[src/rtl/load_cell_weight_filter_defines.svh]
// Assertion macros used by the filter datapath module lcwf_dp
`ifndef LOAD_CELL_WEIGHT_FILTER_DEFINES_SVH
`define LOAD_CELL_WEIGHT_FILTER_DEFINES_SVH

`define LCWF_ASSERT(lbl, clk, rst_n, prop) \
  lbl: assert property (@(posedge clk) disable iff (!rst_n) prop) \
    else $error("lcwf check failed");

`define LCWF_ASSERT_RST(lbl, clk, prop) \
  lbl: assert property (@(posedge clk) prop) \
    else $error("lcwf reset check failed");

`endif

[src/rtl/lcwf_pkg.sv]
package lcwf_pkg;

  typedef enum logic [2:0] {
    CfgMotionThr  = 3'd0,
    CfgStableThr  = 3'd1,
    CfgStableCnt  = 3'd2,
    CfgZeroBand   = 3'd3,
    CfgMaxWeight  = 3'd4,
    CfgMotionHold = 3'd5,
    CfgAgreeBand  = 3'd6
  } cfg_idx_t;

  typedef enum logic [1:0] {
    QualStabilizing = 2'd0,
    QualStable      = 2'd1,
    QualMotion      = 2'd2,
    QualError       = 2'd3
  } quality_t;

  typedef struct packed {
    logic [19:0] motion_thr;
    logic [19:0] settle_thr;
    logic [3:0]  stable_count_required;
    logic [19:0] zero_band;
    logic [23:0] max_weight;
    logic [15:0] motion_hold_ms;
    logic [19:0] agree_band;
  } cfg_t;

  typedef struct packed {
    logic cmd;
    logic sample_valid;
    logic signed [24:0] raw_weight;
    logic [31:0] now_ms;
  } in_item_t;

  typedef struct packed {
    logic [23:0] filtered_weight;
    logic signed [24:0] stable_weight;
    logic is_stable;
    logic has_motion;
    logic [1:0] quality;
  } out_item_t;

  // controller to datapath
  typedef struct packed {
    logic load;
    logic tare;
    logic error;
    logic sort_start;
    logic sort_step;
    logic div_start;
    logic div_step;
    logic finish;
  } dp_cmd_t;

  // datapath to controller
  typedef struct packed {
    logic sort_done;
    logic div_done;
  } dp_stat_t;

endpackage

[src/rtl/lcwf_if.sv]
interface lcwf_if #(
  parameter int unsigned W = 1
);
  logic         valid;
  logic         ready;
  logic [W-1:0] data;

  modport source (output valid, output data, input ready);
  modport sink   (input valid, input data, output ready);
endinterface

[src/rtl/lcwf_ctrl.sv]
module lcwf_ctrl (
  input  logic                clk,
  input  logic                rst_n,
  input  logic                in_valid,
  input  logic                in_cmd,
  input  logic                in_sample_valid,
  output logic                in_ready,
  input  logic                out_busy,
  output lcwf_pkg::dp_cmd_t   cmd,
  input  lcwf_pkg::dp_stat_t  stat
);

  typedef enum logic [4:0] {
    StIdle = 5'b00001,
    StSort = 5'b00010,
    StDiv  = 5'b00100,
    StFin  = 5'b01000,
    StWait = 5'b10000
  } state_t;

  state_t state_r, state_nxt;

  always_comb begin
    state_nxt = state_r;
    cmd = '0;
    in_ready = 1'b0;
    unique case (state_r)
      StIdle: begin
        in_ready = !out_busy;
        if (in_valid && !out_busy) begin
          if (in_cmd) begin
            cmd.tare = 1'b1;
          end else if (!in_sample_valid) begin
            cmd.error = 1'b1;
          end else begin
            cmd.load = 1'b1;
            state_nxt = StSort;
          end
        end
      end
      StSort: begin
        if (stat.sort_done) begin
          cmd.div_start = 1'b1;
          state_nxt = StDiv;
        end else begin
          cmd.sort_step = 1'b1;
        end
      end
      StDiv: begin
        if (stat.div_done) begin
          state_nxt = StWait;
        end else begin
          cmd.div_step = 1'b1;
        end
      end
      StWait: begin
        if (!out_busy) begin
          state_nxt = StFin;
        end
      end
      StFin: begin
        cmd.finish = 1'b1;
        state_nxt = StIdle;
      end
      default: state_nxt = StIdle;
    endcase
    cmd.sort_start = cmd.load;
  end

  always_ff @(posedge clk) begin
    if (!rst_n) begin
      state_r <= StIdle;
    end else begin
      state_r <= state_nxt;
    end
  end

endmodule

[src/rtl/lcwf_dp.sv]
`include "load_cell_weight_filter_defines.svh"
module lcwf_dp #(
  parameter int unsigned RING_DEPTH = 10
) (
  input  logic                clk,
  input  logic                rst_n,
  input  lcwf_pkg::cfg_t      cfg,
  input  lcwf_pkg::in_item_t  item,
  input  lcwf_pkg::dp_cmd_t   cmd,
  output lcwf_pkg::dp_stat_t  stat,
  output logic                res_valid,
  output lcwf_pkg::out_item_t res,
  input  logic                res_taken
);

  localparam int unsigned IdxW = $clog2(RING_DEPTH);
  localparam int unsigned CntW = $clog2(RING_DEPTH + 1);
  localparam int unsigned SW = 25 + CntW;
  localparam int unsigned DW = $clog2(SW + 1);

  logic signed [24:0] ring_r [RING_DEPTH];
  logic signed [24:0] srt_r [RING_DEPTH];
  logic [IdxW-1:0] widx_r;
  logic ring_full_r;
  logic [7:0] close_r;
  logic signed [24:0] last_stable_r, prev_r;
  logic [31:0] last_mt_r;
  logic motion_r;
  logic [31:0] now_r;
  logic [CntW-1:0] n_r, pass_r;
  logic signed [SW-1:0] sum_r;
  logic [SW-1:0] rem_r, quo_r;
  logic neg_r;
  logic [DW-1:0] dstep_r;
  logic signed [26:0] med_r, f_r;

  logic [CntW-1:0] n_new;
  logic [IdxW-1:0] widx_inc;
  logic wrap;

  assign wrap = (widx_r == IdxW'(RING_DEPTH - 1));
  assign widx_inc = wrap ? '0 : widx_r + 1'b1;
  assign n_new = (ring_full_r || wrap) ? CntW'(RING_DEPTH) : CntW'(widx_r) + 1'b1;

  // one odd-even transposition pass per cycle
  logic signed [24:0] srt_nxt [RING_DEPTH];
  always_comb begin
    for (int i = 0; i < RING_DEPTH; i++) begin
      srt_nxt[i] = srt_r[i];
    end
    for (int i = 0; i + 1 < RING_DEPTH; i++) begin
      if ((i % 2) == int'(pass_r[0]) && (i + 1) < int'(n_r) &&
          srt_r[i] > srt_r[i+1]) begin
        srt_nxt[i] = srt_r[i+1];
        srt_nxt[i+1] = srt_r[i];
      end
    end
  end

  assign stat.sort_done = (pass_r >= n_r);
  assign stat.div_done = (dstep_r == '0);

  logic [SW-1:0] abs_sum;
  assign abs_sum = sum_r[SW-1] ? SW'(-sum_r) : SW'(sum_r);

  logic [SW:0] trial;
  assign trial = {rem_r, quo_r[SW-1]} - {{(SW+1-CntW){1'b0}}, n_r};

  logic [IdxW-1:0] mid_hi, mid_lo;
  assign mid_hi = IdxW'(n_r >> 1);
  assign mid_lo = mid_hi - 1'b1;

  // finish stage arithmetic
  logic signed [26:0] med, mean, f, dma, fm, md;
  logic signed [26:0] mid_sum;
  logic [26:0] a_dma, a_fm, a_md;
  logic [31:0] dt;
  logic stable;
  logic close_hit;
  logic fill_ok;
  logic [7:0] close_inc;
  always_comb begin
    mid_sum = 27'(srt_r[mid_lo]) + 27'(srt_r[mid_hi]);
    if (n_r < CntW'(3)) begin
      med = '0;
    end else if (n_r[0]) begin
      med = 27'(srt_r[mid_hi]);
    end else begin
      med = (mid_sum + $signed({26'd0, mid_sum[26]})) >>> 1;
    end
    mean = neg_r ? -27'(quo_r) : 27'(quo_r);
    dma = med - mean;
    a_dma = dma[26] ? 27'(-dma) : 27'(dma);
    f = (a_dma < 27'(cfg.agree_band)) ? med : mean;
    if (f[26] || f < 27'(cfg.zero_band)) begin
      f = '0;
    end else if (f > 27'(cfg.max_weight)) begin
      f = 27'(cfg.max_weight);
    end
    fm = f_r - 27'(prev_r);
    a_fm = fm[26] ? 27'(-fm) : 27'(fm);
    dt = now_r - last_mt_r;
    md = med_r - 27'(last_stable_r);
    a_md = md[26] ? 27'(-md) : 27'(md);
    close_hit = a_md < 27'(cfg.settle_thr);
    close_inc = (close_r == 8'hFF) ? close_r : close_r + 1'b1;
    fill_ok = 8'(n_r) >= 8'(cfg.stable_count_required);
    stable = fill_ok && close_hit && (close_inc >= 8'(cfg.stable_count_required));
  end

  always_ff @(posedge clk) begin
    med_r <= med;
    f_r <= f;
    if (cmd.load) begin
      ring_r[widx_r] <= item.raw_weight;
      now_r <= item.now_ms;
      n_r <= n_new;
      for (int i = 0; i < RING_DEPTH; i++) begin
        srt_r[i] <= (IdxW'(i) == widx_r) ? item.raw_weight : ring_r[i];
      end
      sum_r <= '0;
    end else if (cmd.sort_step) begin
      srt_r <= srt_nxt;
      sum_r <= sum_r + SW'(ring_r[pass_r[IdxW-1:0]]);
    end
    if (cmd.div_start) begin
      neg_r <= sum_r[SW-1];
      quo_r <= abs_sum;
      rem_r <= '0;
      dstep_r <= DW'(SW);
    end else if (cmd.div_step) begin
      if (!trial[SW]) begin
        rem_r <= trial[SW-1:0];
        quo_r <= {quo_r[SW-2:0], 1'b1};
      end else begin
        rem_r <= {rem_r[SW-2:0], quo_r[SW-1]};
        quo_r <= {quo_r[SW-2:0], 1'b0};
      end
      dstep_r <= dstep_r - 1'b1;
    end
  end

  always_ff @(posedge clk) begin
    if (!rst_n) begin
      widx_r <= '0;
      ring_full_r <= 1'b0;
      close_r <= '0;
      last_stable_r <= '0;
      prev_r <= '0;
      last_mt_r <= '0;
      motion_r <= 1'b0;
      pass_r <= '0;
      res_valid <= 1'b0;
    end else begin
      if (cmd.error || cmd.finish) begin
        res_valid <= 1'b1;
      end else if (res_taken) begin
        res_valid <= 1'b0;
      end
      if (cmd.load) begin
        pass_r <= '0;
        widx_r <= widx_inc;
        if (wrap) begin
          ring_full_r <= 1'b1;
        end
      end else if (cmd.sort_step) begin
        pass_r <= pass_r + 1'b1;
      end
      if (cmd.tare) begin
        widx_r <= '0;
        ring_full_r <= 1'b0;
        close_r <= '0;
        last_stable_r <= '0;
        motion_r <= 1'b0;
      end
      if (cmd.error) begin
        res.filtered_weight <= '0;
        res.stable_weight <= last_stable_r;
        res.is_stable <= 1'b0;
        res.has_motion <= 1'b0;
        res.quality <= lcwf_pkg::QualError;
      end
      if (cmd.finish) begin
        logic mflag;
        logic signed [24:0] ls;
        mflag = motion_r;
        ls = last_stable_r;
        if (a_fm > 27'(cfg.motion_thr)) begin
          last_mt_r <= now_r;
          mflag = 1'b1;
        end else if (dt > 32'(cfg.motion_hold_ms)) begin
          mflag = 1'b0;
        end
        motion_r <= mflag;
        prev_r <= 25'(f_r);
        if (fill_ok) begin
          if (close_hit) begin
            close_r <= close_inc;
          end else begin
            close_r <= '0;
            ls = 25'(med_r);
          end
        end
        if (stable) begin
          ls = 25'(f_r);
        end
        last_stable_r <= ls;
        res.filtered_weight <= 24'(f_r);
        res.stable_weight <= ls;
        res.is_stable <= stable;
        res.has_motion <= mflag;
        res.quality <= mflag ? lcwf_pkg::QualMotion :
                       (stable ? lcwf_pkg::QualStable : lcwf_pkg::QualStabilizing);
      end
    end
  end

  `LCWF_ASSERT(a_res_once, clk, rst_n, (cmd.finish |-> !(cmd.load || cmd.error)))
  `LCWF_ASSERT(a_fill, clk, rst_n, (n_r <= CntW'(RING_DEPTH) || !cmd.finish))
  `LCWF_ASSERT(a_tare_clr, clk, rst_n, (cmd.tare |=> (close_r == '0 && !motion_r)))
  `LCWF_ASSERT_RST(a_rst, clk, (!rst_n |=> !res_valid))

endmodule

[src/rtl/load_cell_weight_filter.sv]
// Load cell weight filter.
// Input channel in_ch: one item per transfer (cmd, sample_valid, raw_weight,
// now_ms). Result channel out_ch: one result per weight sample, none for tare.
// Config channel cfg_ch: register index and data, always ready; write only
// while no item is in flight.
// A tare gives no result. For a not-ready sample the result is valid the
// cycle after the transfer.
// A weight sample with n filled entries, and SW = 25 + clog2(RING_DEPTH + 1),
// steps through the controller states in order: odd-even sort passes over
// the n entries while they are summed, a restoring divide for the mean at
// one bit per cycle over SW bits, a wait state that registers the filtered
// value, and a finish state that writes the result; the next input is taken
// once the block is back in idle.
// The result sits in an output register until taken; while it waits, no new
// input is accepted and a sample in flight holds before its finish cycle.
// Reset empties the ring, clears stability and motion state and loads the
// register defaults. Ring contents are not cleared; only written entries
// are read.
module load_cell_weight_filter #(
  parameter int unsigned RING_DEPTH = 10
) (
  input logic clk,
  input logic rst_n,
  lcwf_if.sink   in_ch,
  lcwf_if.sink   cfg_ch,
  lcwf_if.source out_ch
);

  lcwf_pkg::cfg_t cfg_r;
  lcwf_pkg::in_item_t item;
  lcwf_pkg::dp_cmd_t cmd;
  lcwf_pkg::dp_stat_t stat;
  lcwf_pkg::out_item_t res;
  logic res_valid;
  logic [2:0] cfg_idx;
  logic [23:0] cfg_wd;

  assign item = lcwf_pkg::in_item_t'(in_ch.data);
  assign cfg_ch.ready = 1'b1;
  assign cfg_idx = cfg_ch.data[26:24];
  assign cfg_wd = cfg_ch.data[23:0];

  always_ff @(posedge clk) begin
    if (!rst_n) begin
      cfg_r.motion_thr <= 20'd100;
      cfg_r.settle_thr <= 20'd50;
      cfg_r.stable_count_required <= 4'd5;
      cfg_r.zero_band <= 20'd20;
      cfg_r.max_weight <= 24'd10000000;
      cfg_r.motion_hold_ms <= 16'd2000;
      cfg_r.agree_band <= 20'd100;
    end else if (cfg_ch.valid) begin
      unique case (cfg_idx)
        lcwf_pkg::CfgMotionThr:  cfg_r.motion_thr <= cfg_wd[19:0];
        lcwf_pkg::CfgStableThr:  cfg_r.settle_thr <= cfg_wd[19:0];
        lcwf_pkg::CfgStableCnt:  cfg_r.stable_count_required <= cfg_wd[3:0];
        lcwf_pkg::CfgZeroBand:   cfg_r.zero_band <= cfg_wd[19:0];
        lcwf_pkg::CfgMaxWeight:  cfg_r.max_weight <= cfg_wd;
        lcwf_pkg::CfgMotionHold: cfg_r.motion_hold_ms <= cfg_wd[15:0];
        lcwf_pkg::CfgAgreeBand:  cfg_r.agree_band <= cfg_wd[19:0];
        default: ;
      endcase
    end
  end

  lcwf_ctrl u_ctrl (
    .clk(clk), .rst_n(rst_n),
    .in_valid(in_ch.valid), .in_cmd(item.cmd), .in_sample_valid(item.sample_valid),
    .in_ready(in_ch.ready), .out_busy(res_valid && !out_ch.ready),
    .cmd(cmd), .stat(stat)
  );

  lcwf_dp #(.RING_DEPTH(RING_DEPTH)) u_dp (
    .clk(clk), .rst_n(rst_n), .cfg(cfg_r), .item(item), .cmd(cmd), .stat(stat),
    .res_valid(res_valid), .res(res), .res_taken(out_ch.ready)
  );

  assign out_ch.valid = res_valid;
  assign out_ch.data = res;

endmodule

[src/flat_wrapper.sv]
// flat-port wrapper written by rule: the top's interface ports become plain ports
module load_cell_weight_filter_flat 
#(
  parameter int unsigned RING_DEPTH = 10
)
  (clk, rst_n, in_ch_valid, in_ch_data, in_ch_ready, cfg_ch_valid, cfg_ch_data, cfg_ch_ready, out_ch_valid, out_ch_data, out_ch_ready);
  lcwf_if #(.W($bits(lcwf_pkg::in_item_t))) in_ch_i ();
  lcwf_if #(.W((27))) cfg_ch_i ();
  lcwf_if #(.W($bits(lcwf_pkg::out_item_t))) out_ch_i ();
  input logic clk;
  input logic rst_n;
  input wire logic [$bits(in_ch_i.valid)-1:0] in_ch_valid;
  input wire logic [$bits(in_ch_i.data)-1:0] in_ch_data;
  output wire logic [$bits(in_ch_i.ready)-1:0] in_ch_ready;
  input wire logic [$bits(cfg_ch_i.valid)-1:0] cfg_ch_valid;
  input wire logic [$bits(cfg_ch_i.data)-1:0] cfg_ch_data;
  output wire logic [$bits(cfg_ch_i.ready)-1:0] cfg_ch_ready;
  output wire logic [$bits(out_ch_i.valid)-1:0] out_ch_valid;
  output wire logic [$bits(out_ch_i.data)-1:0] out_ch_data;
  input wire logic [$bits(out_ch_i.ready)-1:0] out_ch_ready;
  assign in_ch_i.valid = in_ch_valid;
  assign in_ch_i.data = in_ch_data;
  assign in_ch_ready = in_ch_i.ready;
  assign cfg_ch_i.valid = cfg_ch_valid;
  assign cfg_ch_i.data = cfg_ch_data;
  assign cfg_ch_ready = cfg_ch_i.ready;
  assign out_ch_valid = out_ch_i.valid;
  assign out_ch_data = out_ch_i.data;
  assign out_ch_i.ready = out_ch_ready;
  load_cell_weight_filter #(.RING_DEPTH(RING_DEPTH)) u_core (.clk(clk), .rst_n(rst_n), .in_ch(in_ch_i), .cfg_ch(cfg_ch_i), .out_ch(out_ch_i));
endmodule
[config.mk]
export PLATFORM = sky130hd
export DESIGN_NAME = load_cell_weight_filter_flat
export DESIGN_NICKNAME = d
export VERILOG_FILES = /design/src/rtl/lcwf_pkg.sv /design/src/rtl/lcwf_if.sv /design/src/rtl/lcwf_ctrl.sv /design/src/rtl/lcwf_dp.sv /design/src/rtl/load_cell_weight_filter.sv /design/src/flat_wrapper.sv
export VERILOG_INCLUDE_DIRS = /design/src /design/src/rtl
export SDC_FILE = /design/constraint.sdc
export NUM_CORES = 2
export LEC_CHECK = 0
export ABC_CLOCK_PERIOD_IN_PS = 50700
export BUFFER_PORTS_ARGS = -buffer_cell sky130_fd_sc_hd__clkbuf_2
export CAP_MARGIN = 30
export CORE_UTILIZATION = 60
export CTS_BUF_LIST = sky130_fd_sc_hd__clkbuf_8
export DETAILED_ROUTE_END_ITERATION = 7
export GPL_ROUTABILITY_DRIVEN = 0
export PLACE_DENSITY = 0.81
export SKIP_CTS_REPAIR_TIMING = 1
export SLEW_MARGIN = 40
export SYNTH_ARGS = -nofsm -noshare
export SYNTH_HDL_FRONTEND = slang
export SYNTH_SLANG_ARGS = --single-unit
export TNS_END_PERCENT = 50
[constraint.sdc]
create_clock -name clk -period 50.7 [get_ports clk]
set_input_delay 2.535 -clock clk [delete_from_list [all_inputs] [get_ports clk]]
set_output_delay 2.535 -clock clk [all_outputs]
set_load 0.02 [all_outputs]
Word-level counts from Yosys, hierarchy flattened. Memory sizes are Yosys's and may differ from the RTL's. A register that Yosys moved wholly into a read port is not among the register bits. Cells that the tools add are included. W data, S select, Z words.

Word-level logic and storage cells: 280. Flip-flop bits (word level): 716. RAM bits: 250. Output and inout port bits: 56. Input bits: 91. Memories kept: 1.

Memories: u_core.u_dp.ring_r (depth 10, bits a word 25, read ports 11, clocked after Yosys merged registers in 1, wr ports 1, line lcwf_dp.sv:21) `logic signed [24:0] ring_r [RING_DEPTH];`.

Reduce and logical (&&, ||, !) cells: 69. Muxes and demuxes: 88. Add/sub/neg operators: 18. Magnitude comparators: 30. Equal/unequal tests: 28. Bitwise operators: 4.

Operator list (count): $mux W250 (2); $mux W25 (19); $mux W50 (9); $gt A25 B25 Y1 (9); $bmux W25 S4 (2); $mux W27 (7); $mux W29 (4); $neg A27 Y27 (4); $mux W53 (2); $lt A27 B20 Y1 (3); $sub A27 B25 Y27 (2); $mux W8 (5); $reduce_and A2 Y1 (20); $gt A32 B16 Y1 (1); $sub A32 B32 Y32 (1); $mux W5 (6); $sub A30 B4 Y30 (1); $add A29 B25 Y29 (1); $neg A29 Y29 (1); $add A26 B2 Y27 (1); $gt A27 B20 Y1 (1); $gt A27 B24 Y1 (1); $sub A27 B27 Y27 (1); $add A25 B25 Y26 (1); other kinds (47) (133).

Longest topological paths before layout.
Depth in word-level cells: 17. Depth in mapped cells: 88. Gate-level depth less buffers: 76.

Cells and area by module. From an unflattened synthesis, not the netlist that was laid out.

Cell total of the unflattened synthesis: 7273. Area, all modules: 72422.0 um2.

Modules (own cells, without submodules): lcwf_dp (cells each 6775, area an instance 67357.1 um2, instances 1); load_cell_weight_filter (cells each 456, area an instance 4729.5 um2, instances 1); lcwf_ctrl (cells each 42, area an instance 335.3 um2, instances 1).

Worst setup path before layout. OpenSTA, ideal clock, no wires.

Kind: reg-to-reg. Start point: register u_core.u_dp.n_r[1]. End point: register u_core.u_dp.f_r[14]. Cell stages (with the launch flop): 84. Required time: 50585 ps. Path slack: 34415 ps. Arrival time: 16170 ps. Cells stage by stage: edfxtp_1 buf_1 clkbuf_1 clkbuf_1 clkbuf_1 clkbuf_1 buf_1 buf_1 mux4_2 inv_1 o22ai_1 ha_1 a211oi_2 o21a_1 a2bb2oi_1 o21ai_0 a21o_1 a21oi_1 [... 48 more ...] o21a_1 o21a_1 o21a_1 o21ai_0 nand2b_1 a21oi_1 nor2b_1 o21ai_0 nand2b_1 a221oi_1 o21ai_0 a21oi_1 a21o_1 nand4_1 mux2i_4 buf_4 mux2i_1 nor2_1.

Cells in the longest elaborated chain, start to end: 16. Elaborated cells between the ends (all ways): 23. Classes of those cells: 5 x add/sub; 4 x order compare; 11 x mux; 2 x bitwise; 1 x reduce/logical.

RTL lines: start: declaration (line lcwf_dp.sv:30) `logic [CntW-1:0] n_r, pass_r;`; start signal: assignment (line lcwf_dp.sv:117) `n_r <= n_new;`; $sub A3 B1 Y4 (line lcwf_dp.sv:71) `assign mid_lo = mid_hi - 1'b1;`; $not A4 Y5 (not written as such) (line lcwf_dp.sv:83) `mid_sum = 27'(srt_r[mid_lo]) + 27'(srt_r[mid_hi]);`; $bmux W25 S4 (line lcwf_dp.sv:83); $mux W25 (not written as such) (2 in a row) (line lcwf_dp.sv:83); $add A25 B25 Y26 (line lcwf_dp.sv:83); $add A26 B2 Y27 (line lcwf_dp.sv:89) `med = (mid_sum + $signed({26'd0, mid_sum[26]})) >>> 1;`; $mux W27 (line lcwf_dp.sv:86) `end else if (n_r[0]) begin`; $mux W27 (*) (line lcwf_dp.sv:84) `if (n_r < CntW'(3)) begin`; via u_core.u_dp.med[1] (line lcwf_dp.sv:74) `logic signed [26:0] med, mean, f, dma, fm, md;`; $sub A27 B27 Y27 (line lcwf_dp.sv:92) `dma = med - mean;`; $neg A27 Y27 (line lcwf_dp.sv:93) `a_dma = dma[26] ? 27'(-dma) : 27'(dma);`; $mux W27 (line lcwf_dp.sv:93); $lt A27 B20 Y1 (line lcwf_dp.sv:94) `f = (a_dma < 27'(cfg.agree_band)) ? med : mean;`; $mux W27 (*) (line lcwf_dp.sv:94); $gt A27 B24 Y1 / $lt A27 B20 Y1 (equally long branches) (line lcwf_dp.sv:97, lcwf_dp.sv:95); $mux W24 / $logic_or A1 B1 Y1 (equally long branches) (line lcwf_dp.sv:97, lcwf_dp.sv:95); end signal: assignment (line lcwf_dp.sv:113) `f_r <= f;`; end: declaration (line lcwf_dp.sv:35) `logic signed [26:0] med_r, f_r;`.

The timed path passes the listed nets; every way through them passes the cells marked *. The select of a mux whose other input is x is not followed. A chain may end at the register's enable or synchronous reset.

Worst setup path after layout.
Start point: register u_core.u_dp.n_r[2]. End point: register u_core.u_dp.f_r[17].

Same word-level chain as after synthesis.

==> flow_summary_export.csv <==
group,metric,value,unit
run_status,outcome,"complete, but fails checks",
run_status,violations,"DRC",
floorplanning,initial_core_util,60.6,%
cts,root_buffer,"clkbuf_8",
synth,netlist_area,0.0716,mm²
cells_and_area,drive_gt1_share,11.1,%
run,cap_viol_max_count,0,
detailed_routing,drc,44,
sta,setup_violations,0,
worst_setup_path,endpoint_kind,"flop",
worst_setup_path,required,51.48,ns
pwr,max-vdd-ir-drop,0.0335,mV
grt,met1_usage,44.2,%
floorplanning,core-area,0.118,mm²
detailed_routing,drtIter0Drc,8627,
worst_setup_path,critPathKind,"flop to flop",
grt,met3_usage,9.97,%
sta,hold_viol,0,
sta,fmax,59.2,MHz
grt,overflow,0,
sta,clock_skew,0.0569,ns
worst_setup_path,crit_fanout,64,
synth,ys_top_cells_by_area,"edfxtp_1 32%, dfxtp_1 9.8%, ha_1 9.2%",
grt,grt_pass1_vias,57700,
cts,clk_latency,0.97,ns
sta,fin_crit_sh,33.3,%
synth,synth_top_area_cell,"edfxtp_1",
synth,synth_top_area_share,32.2,%
detailed_routing,wl,223,mm
floorplanning,io_pins,147,
cts,ctsLongestPathBuffers,3,
grt,grt_use_total,36.1,%
grt,grt_use_met2,56.0,%
cells_and_area,final_cell_mix,"1028 x nand2_1, 769 x edfxtp_1, 644 x inv_1, 525 x ha_1, 410 x o21ai_0",
synth,ys.flop_type,"edfxtp_1",
detailed_routing,wl_per_cell,24.8,µm
sta,max_slew_margin,40.9,%
floorplanning,die_w,348,µm
sta,worst_slew_pin_slew,0.886,ns
detailed_routing,vias,60500,
cells_and_area,area_growth,8.22,%
cts,clock-sinks,1119,
grt,grt-busiest-layer,"met2",
floorplanning,fp.dieH,348,µm
sta,period_minus_slack,16.89,ns
placed_design,portBuffers,145,
synth,synth_edf_count,769,
sta,hold_ws,0.463,ns
sta,slew_violations,0,
sta,setup_tns,0,ns
worst_setup_path,crit_path_frequent_cell,"o21ai_0",
cts,cts_tree,"yes",
cells_and_area,fin_nets,7925,
pwr,power_leakage,0.0301,µW
worst_setup_path,cp.arrival,17.67,ns
synth,postSynthCellCount,7272,
grt,antenna_found_initial,8,
synth,yosys_warnings,0,
placed_design,dp_hpwl,163,mm
cells_and_area,mostFrequentLayoutCell,"nand2_1",
synth,ys_seq_area_share,42.0,%
detailed_routing,dr.pass1.iters,8,
cts,path_clk_slew,0.06,ns
worst_setup_path,slowest_stage,"a211oi_1",
worst_setup_path,start_kind,"flop",
floorplanning,die_area,0.121,mm²
detailed_routing,vias_per_cell,6.73,
synth,synth_cell_types,109,
synth,async_reset_ff_share,0,%
cts,cts_buffers,184,
grt,grt_max_degree,169,
pwr,power_density,37.9,mW/mm²
synth,syn_area_per_cell,9.85,µm²
grt,grt_pass1_wl,336,mm
detailed_routing,antenna_left,0,
synth,yosys_register_bits,1119,
sta,rsz0062_at_grt,"no",
cts,h-tree-depth,4,
floorplanning,rows,126,
worst_setup_path,critPathMaxStageDelay,0.70,ns
worst_hold_path,hold_class,"flop to flop",
-- layout make-up --
type | instances | area, µm²
fillers | 9024 | 40700
multi-input cells | 5161 | 38000
flip-flops and latches | 1119 | 30100
clock buffers | 202 | 2780
inverters | 595 | 2240
well taps | 1536 | 1920
repair buffers | 240 | 1600
clock inverters | 130 | 810
diodes | 6 | 15.0
-- registers in the layout, summed over array words and instances, names as in the netlist, 8 cells and up, named ones only --
register,flops
u_core.u_dp.close_r,8
u_core.u_dp.f_r,27
u_core.u_dp.last_stable_r,25
u_core.cfg_r,124
u_core.u_dp.res,53
u_core.u_dp.sum_r,29
u_core.u_dp.rem_r,29
u_core.u_dp.last_mt_r,32
u_core.u_dp.quo_r,29
u_core.u_dp.now_r,32
u_core.u_dp.srt_r,250
u_core.u_dp.prev_r,25
u_core.u_dp.med_r,26
u_core.u_dp.ring_r,400
-- worst max-delay path, delay by kind of cell, from the launching register on --
| family | cells | cell delay (ns) |
|---|---|---|
| fa+ha+maj | 7 | 2.21 |
| simple gates | 20 | 2.34 |
| mux | 4 | 1.56 |
| buf+inv | 7 | 2.20 |
| compound gates | 39 | 7.93 |
| flops | 1 | 0.34 |
-- per-stage QoR --
| step | util (%) | cell area [µm²] | std cells | total power, µW | setup slack (ns) |
|---|---|---|---|---|---|
| 2_1_floorplan | - | 71600 | 7274 | 1840 | 34.42 |
| 3_3_place_gp | 62.3 | 73600 | 8640 | 2090 | 34.05 |
| 3_5_place_dp | 62.4 | 73800 | 8648 | 2120 | 34.00 |
| 4_1_cts | 65.4 | 77400 | 8980 | 2910 | 33.90 |
| 5_1_grt | 65.5 | 77500 | 8985 | 3070 | 32.75 |
| 6_report | 65.6 | 77500 | 8989 | 2940 | 33.81 |
-- per-layer routing --
layer  share of wire, %  vias to the layer above
met4                7.4                        6
li1                   -                    26800
met1                 35                    28600
met5              0.018                        -
met3                 13                      938
met2                 44                     4101
-- cell usage after synthesis (24+ instances only) --
cell type and n:
nand3_1 191, nor2_1 298, ha_1 526, and3_1 80, buf_1 44, o211ai_1 52, xor2_1 116, nor3_1 80
dfxtp_1 350, nand2_1 1030, nor2b_1 96, a221oi_1 184, inv_1 593, edfxtp_1 769, o21a_1 75, nor4_1 31
a22o_1 30, nand2b_1 86, o31a_1 35, o31ai_1 39, mux2i_1 177, and2_1 58, o22ai_1 37, a21o_1 116
a221o_1 28, nand4_1 77, mux4_2 201, or3_1 52, clkbuf_1 342, a21oi_1 262, a21boi_0 112, a31oi_1 198
xnor2_1 161, a211oi_1 24, or2_2 28, o21ai_0 412
-- worst paths after layout --
kind	startpoint	end	slack (ns)	cells after the start
worst max-delay path	u_core.u_dp.n_r[2]$_SDFFCE_PP0P_	u_core.u_dp.f_r[17]$_SDFF_PP0_	33.81	77
worst min-delay path	u_core.cfg_r[103]$_SDFFE_PN0P_	u_core.cfg_r[103]$_SDFFE_PN0P_	0.46	2
worst max register to register	u_core.u_dp.n_r[2]$_SDFFCE_PP0P_	u_core.u_dp.f_r[17]$_SDFF_PP0_	33.81	77
worst min register to register	u_core.cfg_r[103]$_SDFFE_PN0P_	u_core.cfg_r[103]$_SDFFE_PN0P_	0.46	2
-- logic make-up after synthesis --
family	after synthesis	share of synthesized area, %
other	2	0.0105
xor gates and xnor gates	277	3.39
AOI/OAI and AO/OA	1749	16.4
adders and majority gates	538	9.46
DFF	1119	42.0
muxes	390	9.00
and+or+nand+nor	2203	14.5
buffers and inverters	994	5.27
-- where the power goes --
part	total [µW]	switching, µW	internal, µW
clock	789	384	405
sequential	1140	89.8	1050
combinational	1010	610	396
total	2940	1080	1850
No activity file was read; power rests on OpenSTA's default activity.
